**config.mk**
```make
export PLATFORM = sky130hd
export DESIGN_NAME = brs_ctrl
export DESIGN_NICKNAME = d
export VERILOG_FILES = /design/src/rtl/brs_pkg.sv /design/src/rtl/brs_ctrl.sv
export SDC_FILE = /design/constraint.sdc
export NUM_CORES = 1
export LEC_CHECK = 0
export ABC_AREA = 1
export BUFFER_PORTS_ARGS = -buffer_cell sky130_fd_sc_hd__buf_2
export CORE_AREA = 3 3 40 42
export DETAILED_ROUTE_END_ITERATION = 12
export DIE_AREA = 0 0 43 45
export HOLD_SLACK_MARGIN = 0.08
export SLEW_MARGIN = 40
export SYNTH_ARGS = -nofsm -noshare
export SYNTH_HDL_FRONTEND = slang
export SYNTH_SLANG_ARGS = --single-unit
```
**constraint.sdc**
```tcl
create_clock -name clk -period 1.5 [get_ports clk]
set_input_delay 0.15 -clock clk [delete_from_list [all_inputs] [get_ports clk]]
set_output_delay 0.15 -clock clk [all_outputs]
set_load 0.01 [all_outputs]
```
**src/rtl/brs_pkg.sv**
```systemverilog
// Shared types and constants for the block range sum engine.
// Item and result payloads, controller/datapath command and status groups.
`default_nettype none

package brs_pkg;

  localparam int POS_W = 10;
  localparam int VAL_W = 32;
  localparam int SUM_W = 64;

  localparam int DEF_ELEMENTS   = 1024;
  localparam int DEF_BLOCK_SIZE = 32;

  localparam logic OP_UPDATE = 1'b0;
  localparam logic OP_QUERY  = 1'b1;

  typedef struct packed {
    logic                    operation;
    logic [POS_W-1:0]        position;
    logic signed [VAL_W-1:0] new_value;
    logic [POS_W-1:0]        range_left;
    logic [POS_W-1:0]        range_right;
  } brs_item_t;

  typedef struct packed {
    logic signed [SUM_W-1:0] range_total;
    logic                    range_error;
  } brs_result_t;

  typedef struct packed {
    logic clr_step;
    logic latch;
    logic div_mul;
    logic div_rem;
    logic div_fix;
    logic u_read;
    logic u_diff;
    logic u_write;
    logic q_step;
    logic out_load;
  } brs_cmd_t;

  typedef struct packed {
    logic clr_done;
    logic is_query;
    logic pos_ok;
    logic rev;
    logic q_more;
    logic pend;
  } brs_sts_t;

  function automatic logic [SUM_W-1:0] widen(input logic [VAL_W-1:0] v);
    return {{(SUM_W - VAL_W){v[VAL_W-1]}}, v};
  endfunction

endpackage

`default_nettype wire

```
**src/rtl/brs_ctrl.sv**
```systemverilog
// Controller: sequences clearing, updates and query walks over the datapath,
// and owns the request ready and response valid. Uses brs_pkg.
`default_nettype none

module brs_ctrl import brs_pkg::*; (
  input  logic     clk,
  input  logic     rst,
  input  brs_sts_t sts,
  output brs_cmd_t cmd,
  input  logic     req_valid,
  output logic     req_ready,
  output logic     rsp_valid,
  input  logic     rsp_ready
);

  typedef enum logic [3:0] {
    CLEAR,
    IDLE,
    DIV_MUL,
    DIV_REM,
    DIV_FIX,
    U_READ,
    U_DIFF,
    U_WRITE,
    Q_RUN,
    Q_DONE
  } state_t;

  state_t state;
  state_t state_next;
  logic   slot_free;

  assign slot_free = !rsp_valid || rsp_ready;

  always_comb begin
    cmd        = '0;
    req_ready  = 1'b0;
    state_next = state;
    case (state)
      CLEAR: begin
        cmd.clr_step = !sts.clr_done;
        if (sts.clr_done) begin
          state_next = IDLE;
        end
      end
      IDLE: begin
        req_ready = 1'b1;
        if (req_valid) begin
          cmd.latch  = 1'b1;
          state_next = DIV_MUL;
        end
      end
      DIV_MUL: begin
        if (!sts.is_query && !sts.pos_ok) begin
          state_next = IDLE;
        end else if (sts.is_query && sts.rev) begin
          state_next = Q_DONE;
        end else begin
          cmd.div_mul = 1'b1;
          state_next  = DIV_REM;
        end
      end
      DIV_REM: begin
        cmd.div_rem = 1'b1;
        state_next  = DIV_FIX;
      end
      DIV_FIX: begin
        cmd.div_fix = 1'b1;
        state_next  = sts.is_query ? Q_RUN : U_READ;
      end
      U_READ: begin
        cmd.u_read = 1'b1;
        state_next = U_DIFF;
      end
      U_DIFF: begin
        cmd.u_diff = 1'b1;
        state_next = U_WRITE;
      end
      U_WRITE: begin
        cmd.u_write = 1'b1;
        state_next  = IDLE;
      end
      Q_RUN: begin
        if (sts.q_more) begin
          cmd.q_step = 1'b1;
        end else begin
          state_next = Q_DONE;
        end
      end
      Q_DONE: begin
        if (slot_free) begin
          cmd.out_load = 1'b1;
          state_next   = IDLE;
        end
      end
      default: begin
        state_next = IDLE;
      end
    endcase
  end

  always_ff @(posedge clk) begin
    if (rst) begin
      state     <= CLEAR;
      rsp_valid <= 1'b0;
    end else begin
      state <= state_next;
      if (cmd.out_load) begin
        rsp_valid <= 1'b1;
      end else if (rsp_ready) begin
        rsp_valid <= 1'b0;
      end
    end
  end

`ifndef ASSERT_OFF
  a_no_accept_in_clear: assert property (@(posedge clk) disable iff (rst)
    !sts.clr_done |-> !req_ready)
    else $error("item accepted before the clearing pass finished");

  a_acc_settled: assert property (@(posedge clk) disable iff (rst)
    (state == Q_DONE) |-> !sts.pend)
    else $error("result taken while a read is still being accumulated");

  a_write_valid_update: assert property (@(posedge clk) disable iff (rst)
    (state == U_WRITE) |-> (!sts.is_query && sts.pos_ok))
    else $error("memory write for a query or an out of range position");
`endif

endmodule

`default_nettype wire

```
* Word level (Yosys, flattened, before mapping)
Index checks and enable logic that the tools add are counted.
Storage, ports and cells: bits in registers 5, bits in latches 0, memory bits (writable) 0, bits in read-only memories 0, input bits 10, output and inout port bits 12, word-level logic and storage cells 51, memories kept 0
Cells by class: add/sub/neg operators 0, multiply operators 0, divide/modulo/power cells 0, order comparisons 0, equality and inequality tests 13, shift-type cells 0, muxes and demuxes 26, bitwise gates (word level) 0, reductions and logical operators 10
Operators with widths (number):
- $pmux 4 s9 | 1
- $mux 4 | 7
- $mux 1 | 18
- $eq 4x3->1 const B | 4
- $eq 4x2->1 const B | 2
- $eq 4x4->1 const B | 2
- $ne 2x2->1 const B | 4
- $eq 4x1->1 const B | 1
- $logic_not 1->1 | 4
- $logic_not 4->1 | 1
- $reduce_and 4->1 | 1
- $logic_and 1x1->1 | 2
- $reduce_bool 2->1 | 1
- $logic_or 1x1->1 | 1

* Depth between registers and ports, before layout
Gate-level depths: netlist of the first run.
depth in word-level cells 5, depth in mapped cells 8, mapped depth without buffers 8

* Worst setup path after synthesis of the first run
No wires, ideal clock.
kind register -> register, start reg state[0], end reg state[0], setup time 0.109 ns, arrival time 0.964 ns, required time 1.391 ns, slack 0.427 ns, cell stages (with the launch flop) 8, path buffers 0, clock period less this slack 1.073 ns, cell sequence dfxtp_1 > nor2_1 > nand3_1 > nand2_1 > nor2_2 > nand3_1 > nand2_1 > inv_1
Between the ends: word-level cells in the longest chain between the ends 3, elaborated cells on any way between the ends 15, those cells by class eq/ne: 12; mux: 1; reduce/logical: 2
RTL lines:
- start, declared | line brs_ctrl.sv:29 | state_t state;
- start signal, assigned | line brs_ctrl.sv:107 | state <= state_next;
- $eq 4x4->1 (tied with other cells) | line brs_ctrl.sv:39 | case (state)
- $ne 2x2->1 (no source line)
- $reduce_and 4->1 (no source line)
Several ways; a longest one is shown, not always the timed one. A chain may end at the register's enable or synchronous reset.

==> flow_summary.toml, run 1 <==
[run_status]
status = "finished, final reports clean"

[yosys]
synth_edf_count = 0
synth_top_area_cell = "dfxtp_1"
synth_top_area_share_pct = 24.7
synth_area_leaders = "dfxtp_1 (25%), nand2_1 (16%), nor2_1 (14%)"
synthTopCellsByCount = "nand2_1 (17), nor2_1 (15), inv_1 (12)"
syn_area_per_cell_sq_um = 5.48
ys_types = 13
netlist_area_sq_um = 405
synthFlopType = "dfxtp_1"
syn-instance-count = 74
yosys_warnings = 0
ys_ff_latch = 5
ys_seq_area_share_pct = 24.7
synth_most_common_cell = "nand2_1"
mappedNetlistNets = 84
async_reset_ff_share_pct = 0

[hold_path]
min_path_type = "input pin to flip-flop"

[global_routing]
antenna_found_initial = 0
grt.busiest_layer = "met2"
overflow = 0
grt.met1_usage_pct = 14.2
grt_max_degree = 9
grt_use_met3_pct = 2.39
grt_pass1_vias = 439
grt_usage_pct = 11.0
gr-usage-met2_pct = 18.3
grt_pass1_wl_mm = 1.64

[timing]
rsz0062_at_grt = "true"
setup_slack_ns = 0.126
worst_pin_slew_ns = 0.314
slew_violations = 0
final_hold_viol_count = 0
fin_crit_sh_pct = 91.6
finalSetupViolCount = 0
skew_ns = 0.000911
max_freq_mhz = 728
hold_ws_ns = 0.132
fin_crit_ns = 1.37
max_slew_margin_pct = 79.0

[final_layout]
multi_input_area_sq_um = 249
n_antenna_cell = 0
fin_cells = 113
area_growth_pct = 36.1
layout-drive-gt1-share_pct = 32.7
postLayoutCoreUtil_pct = 42.9
nets = 109
fillCellCount = 154
regArea_sq_um = 101

[route]
ant_nets = 0
drtIter0Drc = 3
viasPerCell = 4.42
drt_first_pass_iters = 4
num_vias = 499
drt-wirelength-per-cell_um = 8.18
drc_errors = 0
routed_wl_um = 924

[job]
cap_violations = 0

[critical_path]
critical_path_class = "flip-flop to primary output"
start_kind = "flip-flop"
path_max_fanout = 8
worstSetupEndpointType = "primary output"
arrival_ns = 1.22
worstPathRequired_ns = 1.35

[clock_tree]
clk_latency_ns = 0.23
cts-root-buf = "clkbuf_4"
cts.sinks = 5
clkTransAtPathRegs_ns = 0.04
htree_levels = 1
cts_tree = "yes"
ctsLongestPathBuffers = 2
cts_buffers = 3
post_cts_buffers = 0

[floorplan]
coreArea_sq_um = 1280
die_x_um = 43
io_pins = 22
fp.dieH_um = 45
start_util_pct = 31.5
dieArea_sq_um = 1940
fp-row-count = 13

[pwr]
ir_worst_vdd_mv = 0.369
p_leak_nw = 0.348
power_density_nw_per_um2 = 921

[placed_design]
dpl.hpwl_um = 820
port_buffers = 20
dp.cells = 109
finalWeightedCongestion = 0.846
post-place-ws_ns = 0.305
-- power by group --
| part | internal [W] | leakage (nW) | switching [W] | total (W) |
|---|---|---|---|---|
| registers | 0.000148 | 0.0409 | 0.0000191 | 0.000167 |
| clock network | 0.000100 | 0.0150 | 0.0000496 | 0.000150 |
| logic | 0.0000716 | 0.292 | 0.000120 | 0.000191 |
-- worst max-delay path: stages (launching register included) --
cell and delay [ns]:
dfxtp_1 0.32, nor2_2 0.29, nand2_1 0.15, nor2_1 0.10, buf_2 0.13
-- timing repair --
item | 4_1_cts | 5_1_grt
resized for setup | 0 | 1
endpoints found under the setup margin | 0 | 3
hold buffers | 0 | 0
-- through the flow --
stage / instance area, sq um / power, W / TNS, ns
after floorplan: 405 / 0.000303 / 0
after global placement: 524 / 0.000360 / 0
after detailed placement: 524 / 0.000361 / 0
after CTS: 551 / 0.000514 / 0
after global routing: 552 / 0.000566 / -0.119
final: 552 / 0.000508 / 0
-- logic make-up (layout without fill, tap and decap cells) --
family	count (synthesis)	count (layout)	share of synthesized area, %
simple gates	52	52	59.0
buf+inv	15	39	13.9
compound gates	2	2	2.47
flops	5	5	24.7
-- cells in the final DEF, fill, tap and decap left out --
| master | count |
|---|---|
| buf_2 | 20 |
| nor3_1 | 3 |
| nand3_1 | 10 |
| nor2_4 | 1 |
| nand4_1 | 1 |
| inv_1 | 12 |
| nor3_2 | 1 |
| nor2_1 | 15 |
| clkbuf_4 | 3 |
| nand2_1 | 17 |
| a21oi_1 | 2 |
| nor2_2 | 3 |
| clkbuf_1 | 1 |
| dfxtp_2 | 1 |
| dfxtp_1 | 4 |
| nand3b_1 | 1 |
| inv_2 | 3 |
-- registers in the layout (all words and copies together), names as in the netlist --
| name | cells |
|---|---|
| state | 4 |
| rsp_valid | 1 |
-- area by class of cell --
class                   count  share of cell area, %
flip-flops and latches      5                   18.4
clock buffers               4                   4.76
repair buffers             20                   18.1
multi-input cells          54                   45.1
inverters                  15                   10.2
well taps                  15                   3.40
-- per-layer routing --
layer  part of all wire, %  vias up
met5                     0        -
met4                     0        0
met3                   7.1        0
met2                    49       15
met1                    44      208
li1                      -      276
-- worst paths after layout --
path                              start                    end  slack (ns)  depth (start not counted)
setup / recovery  state[3]$_SDFFE_PP0P_                 cmd[8]        0.13                          4
hold / removal                      rst  state[1]$_SDFFE_PP0P_        0.13                          2
setup reg to reg  state[3]$_SDFFE_PP0P_  state[3]$_SDFFE_PP0P_        0.29                          7
hold reg to reg   state[0]$_SDFFE_PP0P_  state[2]$_SDFFE_PP0P_        0.57                          2
No activity file was read; power rests on OpenSTA's default activity.
==> run 2: changes to the inputs <==
--- a/config.mk
+++ b/config.mk
@@ -6,10 +6,10 @@
 export NUM_CORES = 1
 export LEC_CHECK = 0
 export ABC_AREA = 1
-export BUFFER_PORTS_ARGS = -buffer_cell sky130_fd_sc_hd__buf_2
 export CORE_AREA = 3 3 40 42
 export DETAILED_ROUTE_END_ITERATION = 12
 export DIE_AREA = 0 0 43 45
+export DONT_BUFFER_PORTS = 1
 export HOLD_SLACK_MARGIN = 0.08
 export SLEW_MARGIN = 40
 export SYNTH_ARGS = -nofsm -noshare
==> run 2 against run 1 <==
Compared with the run above: sequential share of layout area rose by 2.7 points; global-route usage fell by 0.51 points; worst setup slack got worse by 0.019 ns; design area fell by 14%; clock skew rose by 0.00095 ns; hold slack improved by 0.00055 ns; die area did not move; critical path type unchanged; critical endpoint unchanged; largest cell class unchanged.
==> flow_summary.toml, run 2 (synthesized netlist as in run 1, its figures left out) <==
[placed_design]
port_buffers = 0
dpl.hpwl_um = 790
dp.cells = 91
finalWeightedCongestion = 0.790

[floorplan]
start_util_pct = 31.5
fp-row-count = 13
coreArea_sq_um = 1280
io_pins = 22
dieArea_sq_um = 1940
die_x_um = 43
fp.dieH_um = 45

[critical_path]
cp_top_family = "simple AND/OR/NAND/NOR gates"
startpoint = "state[0]$_SDFFE_PP0P_"
timing.critical_path.to = "cmd[8]"
rr_endpoint = "state[3]$_SDFFE_PP0P_"
arrival_ns = 1.24
cp.depth = 4
worstSetupEndpointType = "primary output"
critical_path_class = "flip-flop to primary output"
crit_chain = "inv_2 > nor2_2 > nand2_1 > nor2_1"
path_max_fanout = 4
crit_slowest_cell = "dfxtp_1"
rr_startpoint = "state[3]$_SDFFE_PP0P_"
rr_worst_depth = 7
start_kind = "flip-flop"
cp.buffers_inverters = 1
critPathMaxStageDelay_ns = 0.43
worstPathRequired_ns = 1.35
r2r_setup_slack_ns = 0.27

[final_layout]
nets = 92
fillCellCount = 153
largest_reg_flops = 4
postLayoutCoreUtil_pct = 37.0
regMostFlops = "state"
n_antenna_cell = 0
top_regs = "state: 4 flops, rsp_valid: 1 flops"
area_growth_pct = 17.3
layout-drive-gt1-share_pct = 16.0
layout_commonest_cell = "nand2_1"
most-common-layout-cells = "nand2_1 (17), nor2_1 (15), inv_1 (12)"
fin_cells = 96

[clock_tree]
cts_tree = "yes"
cts.sinks = 5
ctsResizeCount = 0
cts_buffers = 3
clk_latency_ns = 0.24
htree_levels = 1
clkTransAtPathRegs_ns = 0.05
cts-root-buf = "clkbuf_4"
ctsLongestPathBuffers = 2

[route]
viasPerCell = 4.48
drt-wirelength-per-cell_um = 9.66
ant_nets = 0
drt_first_pass_iters = 4
num_vias = 430
drc_errors = 0
drtIter0Drc = 6
routed_wl_um = 927

[pwr]
power_w = 0.000489
ir_worst_vdd_mv = 0.539
power_density_nw_per_um2 = 1030
p_leak_nw = 0.267

[global_routing]
overflow = 0
antenna_found_initial = 0
grt_max_degree = 9
grt_usage_pct = 10.5
grt_pass1_vias = 371
grt_pass1_wl_mm = 1.50

[timing]
tns_ns = 0
max_slew_margin_pct = 76.1
fin_crit_ns = 1.39
finalSetupViolCount = 0
worst_pin_slew_ns = 0.356
slew_violations = 0
fin_crit_sh_pct = 92.9
max_freq_mhz = 718
skew_ns = 0.00186
rsz0062_at_grt = "false"
final_hold_viol_count = 0

[run_status]
status = "finished, final reports clean"

[job]
cap_violations = 0

[hold_path]
min_path_type = "input pin to flip-flop"
-- run 2: cell count changes in the layout (fill, tap and decap cells not counted) --
cell           before  now
buf_2              20    0
buf_4               0    2
dfxtp_1             4    5
dfxtp_2             1    0
dlygate4sd3_1       0    1
-- run 2: how the worst min path moves through the flow --
stage / startpoint / to / slack, ns / depth (start not counted)
after CTS: rsp_ready / rsp_valid$_SDFFE_PP0P_ / 0.12 / 3
after floorplan: rst / state[2]$_SDFFE_PP0P_ / 0.22 / 1
after global placement: rst / state[2]$_SDFFE_PP0P_ / 0.22 / 1
after global routing: rsp_ready / rsp_valid$_SDFFE_PP0P_ / 0.15 / 3
final: rsp_ready / rsp_valid$_SDFFE_PP0P_ / 0.13 / 3
after detailed placement: rst / state[2]$_SDFFE_PP0P_ / 0.22 / 1
-- run 2: repair_timing --
| item | 4_1_cts | 5_1_grt |
|---|---|---|
| hold buffers | 1 | 0 |
| buffers inserted | 0 | 0 |
| hold endpoints to repair | 5 | 0 |
-- run 2: final cells by class --
class | count | area (sq um) | share of cell area, %
Sequential cell | 5 | 100 | 21.1
Clock buffer | 4 | 26.3 | 5.53
Multi-Input combinational cell | 54 | 249 | 52.4
Timing Repair Buffer | 3 | 25.0 | 5.26
Inverter | 15 | 56.3 | 11.8
Tap cell | 15 | 18.8 | 3.95
-- run 2: worst reg2reg max path, delay by kind of cell (launching register included) --
kind | cells | cell delay (ns)
AOI/OAI and AO/OA | 1 | 0.05
DFF | 1 | 0.36
buffers and inverters | 1 | 0.07
and+or+nand+nor | 5 | 0.65
-- run 2: through the flow --
| stage | hold slack (ns) | setup WS (ns) | cell area (sq um) |
|---|---|---|---|
| floorplan | 0.219 | 0.427 | 405 |
| global placement | 0.221 | 0.292 | 439 |
| detailed placement | 0.222 | 0.273 | 439 |
| CTS | 0.124 | 0.0838 | 475 |
| global route | 0.148 | 0.0136 | 475 |
| finish | 0.133 | 0.107 | 475 |
-- run 2: layer usage --
metal	share of wire (%)	routed length, um	vias to the layer above	global-route usage [%]
met2	47	434	13	16.8
met5	0	0	-	0
met3	5.5	51	0	6.37
met4	0	0	0	1.81
met1	48	441	176	12.3
li1	-	-	241	-
-- run 2: report_power, final --
part / switching (W) / leakage, nW / internal [W] / total [W]
combinational: 0.000111 / 0.211 / 0.0000532 / 0.000164
sequential: 0.0000199 / 0.0407 / 0.000146 / 0.000166
clock: 0.0000574 / 0.0150 / 0.000101 / 0.000158
==> run 3: changes to the inputs <==
--- a/config.mk
+++ b/config.mk
@@ -7,6 +7,7 @@
 export LEC_CHECK = 0
 export ABC_AREA = 1
 export CORE_AREA = 3 3 40 42
+export CTS_BUF_LIST = sky130_fd_sc_hd__clkbuf_4 sky130_fd_sc_hd__clkbuf_8
 export DETAILED_ROUTE_END_ITERATION = 12
 export DIE_AREA = 0 0 43 45
 export DONT_BUFFER_PORTS = 1
==> constraint.sdc (replaced) <==
create_clock -name clk -period 1.3 [get_ports clk]
set_input_delay 0.13 -clock clk [delete_from_list [all_inputs] [get_ports clk]]
set_output_delay 0.13 -clock clk [all_outputs]
set_load 0.01 [all_outputs]
==> run 3 against run 2 <==
Compared with the run above: worst setup slack got worse by 0.041 ns; cell count increased by 1.0%; global-route usage increased by 0.33 points; first-iteration DRC count unchanged; critical path depth decreased by 1.
==> flow_summary.toml, run 3 (synthesized netlist as in run 1, its figures left out) <==
[hold_path]
min_path_type = "input pin to flip-flop"
holdCritStartpoint = "rsp_ready"

[route]
drc_errors = 0
drt-wirelength-per-cell_um = 10.6
num_vias = 462
drtIter0Drc = 6
viasPerCell = 4.76
drt_first_pass_iters = 4
ant_nets = 0
routed_wl_mm = 1.03

[timing]
worst_pin_slew_ns = 0.272
max_slew_margin_pct = 81.8
fin_crit_ns = 1.23
max_freq_mhz = 810
skew_ns = 0.000402
finalSetupViolCount = 0
slew_violations = 0
final_hold_viol_count = 0
fin_crit_sh_pct = 94.9

[floorplan]
fp.dieH_um = 45
io_pins = 22
dieArea_sq_um = 1940
die_x_um = 43
fp-row-count = 13
start_util_pct = 31.5
coreArea_sq_um = 1280

[final_layout]
postLayoutCoreUtil_pct = 41.9
regMostFlops = "state"
post-route-cell-area_sq_um = 538
layout-drive-gt1-share_pct = 31.7
n_antenna_cell = 0
top_regs = "state: 4 flops, rsp_valid: 1 flops"
most-common-layout-cells = "nand2_1 (16), inv_1 (11), nor2_1 (11)"
area_growth_pct = 32.7
largest_reg_flops = 4
layout_commonest_cell = "nand2_1"
nets = 93

[pwr]
p_clk_share_pct = 31.7
seq_power_share_pct = 32.9
power_w = 0.000616
combPwrFrac_pct = 35.5
power.internal_w = 0.000378
ir_worst_vdd_mv = 0.382
sw_frac_of_total_pct = 38.7
power_density_nw_per_um2 = 1140
p_leak_nw = 0.279
p_switching_w = 0.000238

[clock_tree]
clk_latency_ns = 0.23
htree_levels = 1
cts-root-buf = "clkbuf_4"
cts_tree = "yes"
ctsLongestPathBuffers = 2
cts.sinks = 5
clkTransAtPathRegs_ns = 0.04
cts_buffers = 3

[placed_design]
dpl.hpwl_um = 780
dpl_cell_area_sq_um = 447
port_buffers = 0
finalWeightedCongestion = 0.802

[run_status]
status = "finished, final reports clean"

[global_routing]
grt_pass1_wl_mm = 1.63
overflow = 0
grt_usage_pct = 10.8
grt_pass1_vias = 448
antenna_found_initial = 0
grt_max_degree = 9

[critical_path]
worstSetupEndpointType = "primary output"
path_max_fanout = 4
start_kind = "flip-flop"
worstPathRequired_ns = 1.17
critical_path_class = "flip-flop to primary output"
rr_startpoint = "state[2]$_SDFFE_PP0P_"
arrival_ns = 1.10
startpoint = "state[2]$_SDFFE_PP0P_"

[job]
cap_violations = 0
-- run 3: cell types whose count changed in the layout (fill, tap and decap cells not counted), moves of 3 or more --
cell     change
nor2_1       -4
dfxtp_4      +3
dfxtp_1      -4
nor2_4       +3
-- run 3: worst max-delay path, stage by stage, from the launching register on --
cell     delay (ns)
dfxtp_2        0.41
nand2_2        0.13
nor3_4         0.18
buf_4          0.15
-- run 3: final timing paths --
check,to,slack [ns],cells past startpoint
max,cmd[4],0.07,3
min reg2reg,state[2]$_SDFFE_PP0P_,0.57,2
max reg2reg,state[1]$_SDFFE_PP0P_,0.14,8
min,rsp_valid$_SDFFE_PP0P_,0.13,3
-- run 3: cell type report --
cell class,instances,area (sq um)
multi-input combinational,54,288
timing repair buffer,4,32.5
fill,135,747
inverter,15,56.3
sequential,5,113
tap,15,18.8
clock buffer,4,30.0
-- run 3: power by group through the flow --
stage	clock network, W	registers (W)	logic, W
3_5_place_dp	0	0.000195	0.000189
4_1_cts	0.000199	0.000197	0.000205
6_report	0.000195	0.000202	0.000218
5_1_grt	0.000208	0.000205	0.000241
3_3_place_gp	0	0.000194	0.000188
2_1_floorplan	0	0.000191	0.000159
-- run 3: repair_timing --
action | CTS | global route
gates resized for setup | 6 | 12
setup endpoints to repair | 3 | 11
setup buffers | 0 | 0
hold endpoints to repair | 5 | 0
pin swaps | 0 | 1
hold buffers | 1 | 0
-- run 3: metrics by stage --
step	std cells	worst slack (ns)	setup TNS, ns	hold WS, ns
5_1_grt	97	-0.0140	-0.0140	0.164
4_1_cts	97	-0.00209	-0.00209	0.118
6_report	97	0.0661	0	0.132
3_5_place_dp	92	0.0939	0	0.203
3_3_place_gp	92	0.102	0	0.200
2_1_floorplan	74	0.227	0	0.199
-- run 3: layer usage --
layer  up-vias  track usage, %  wire length [um]
li1        245               -                 -
met1       207            11.5               437
met2        10            20.4               550
met3         0            1.59                40
met4         0            6.02                 0
met5         -               0                 0
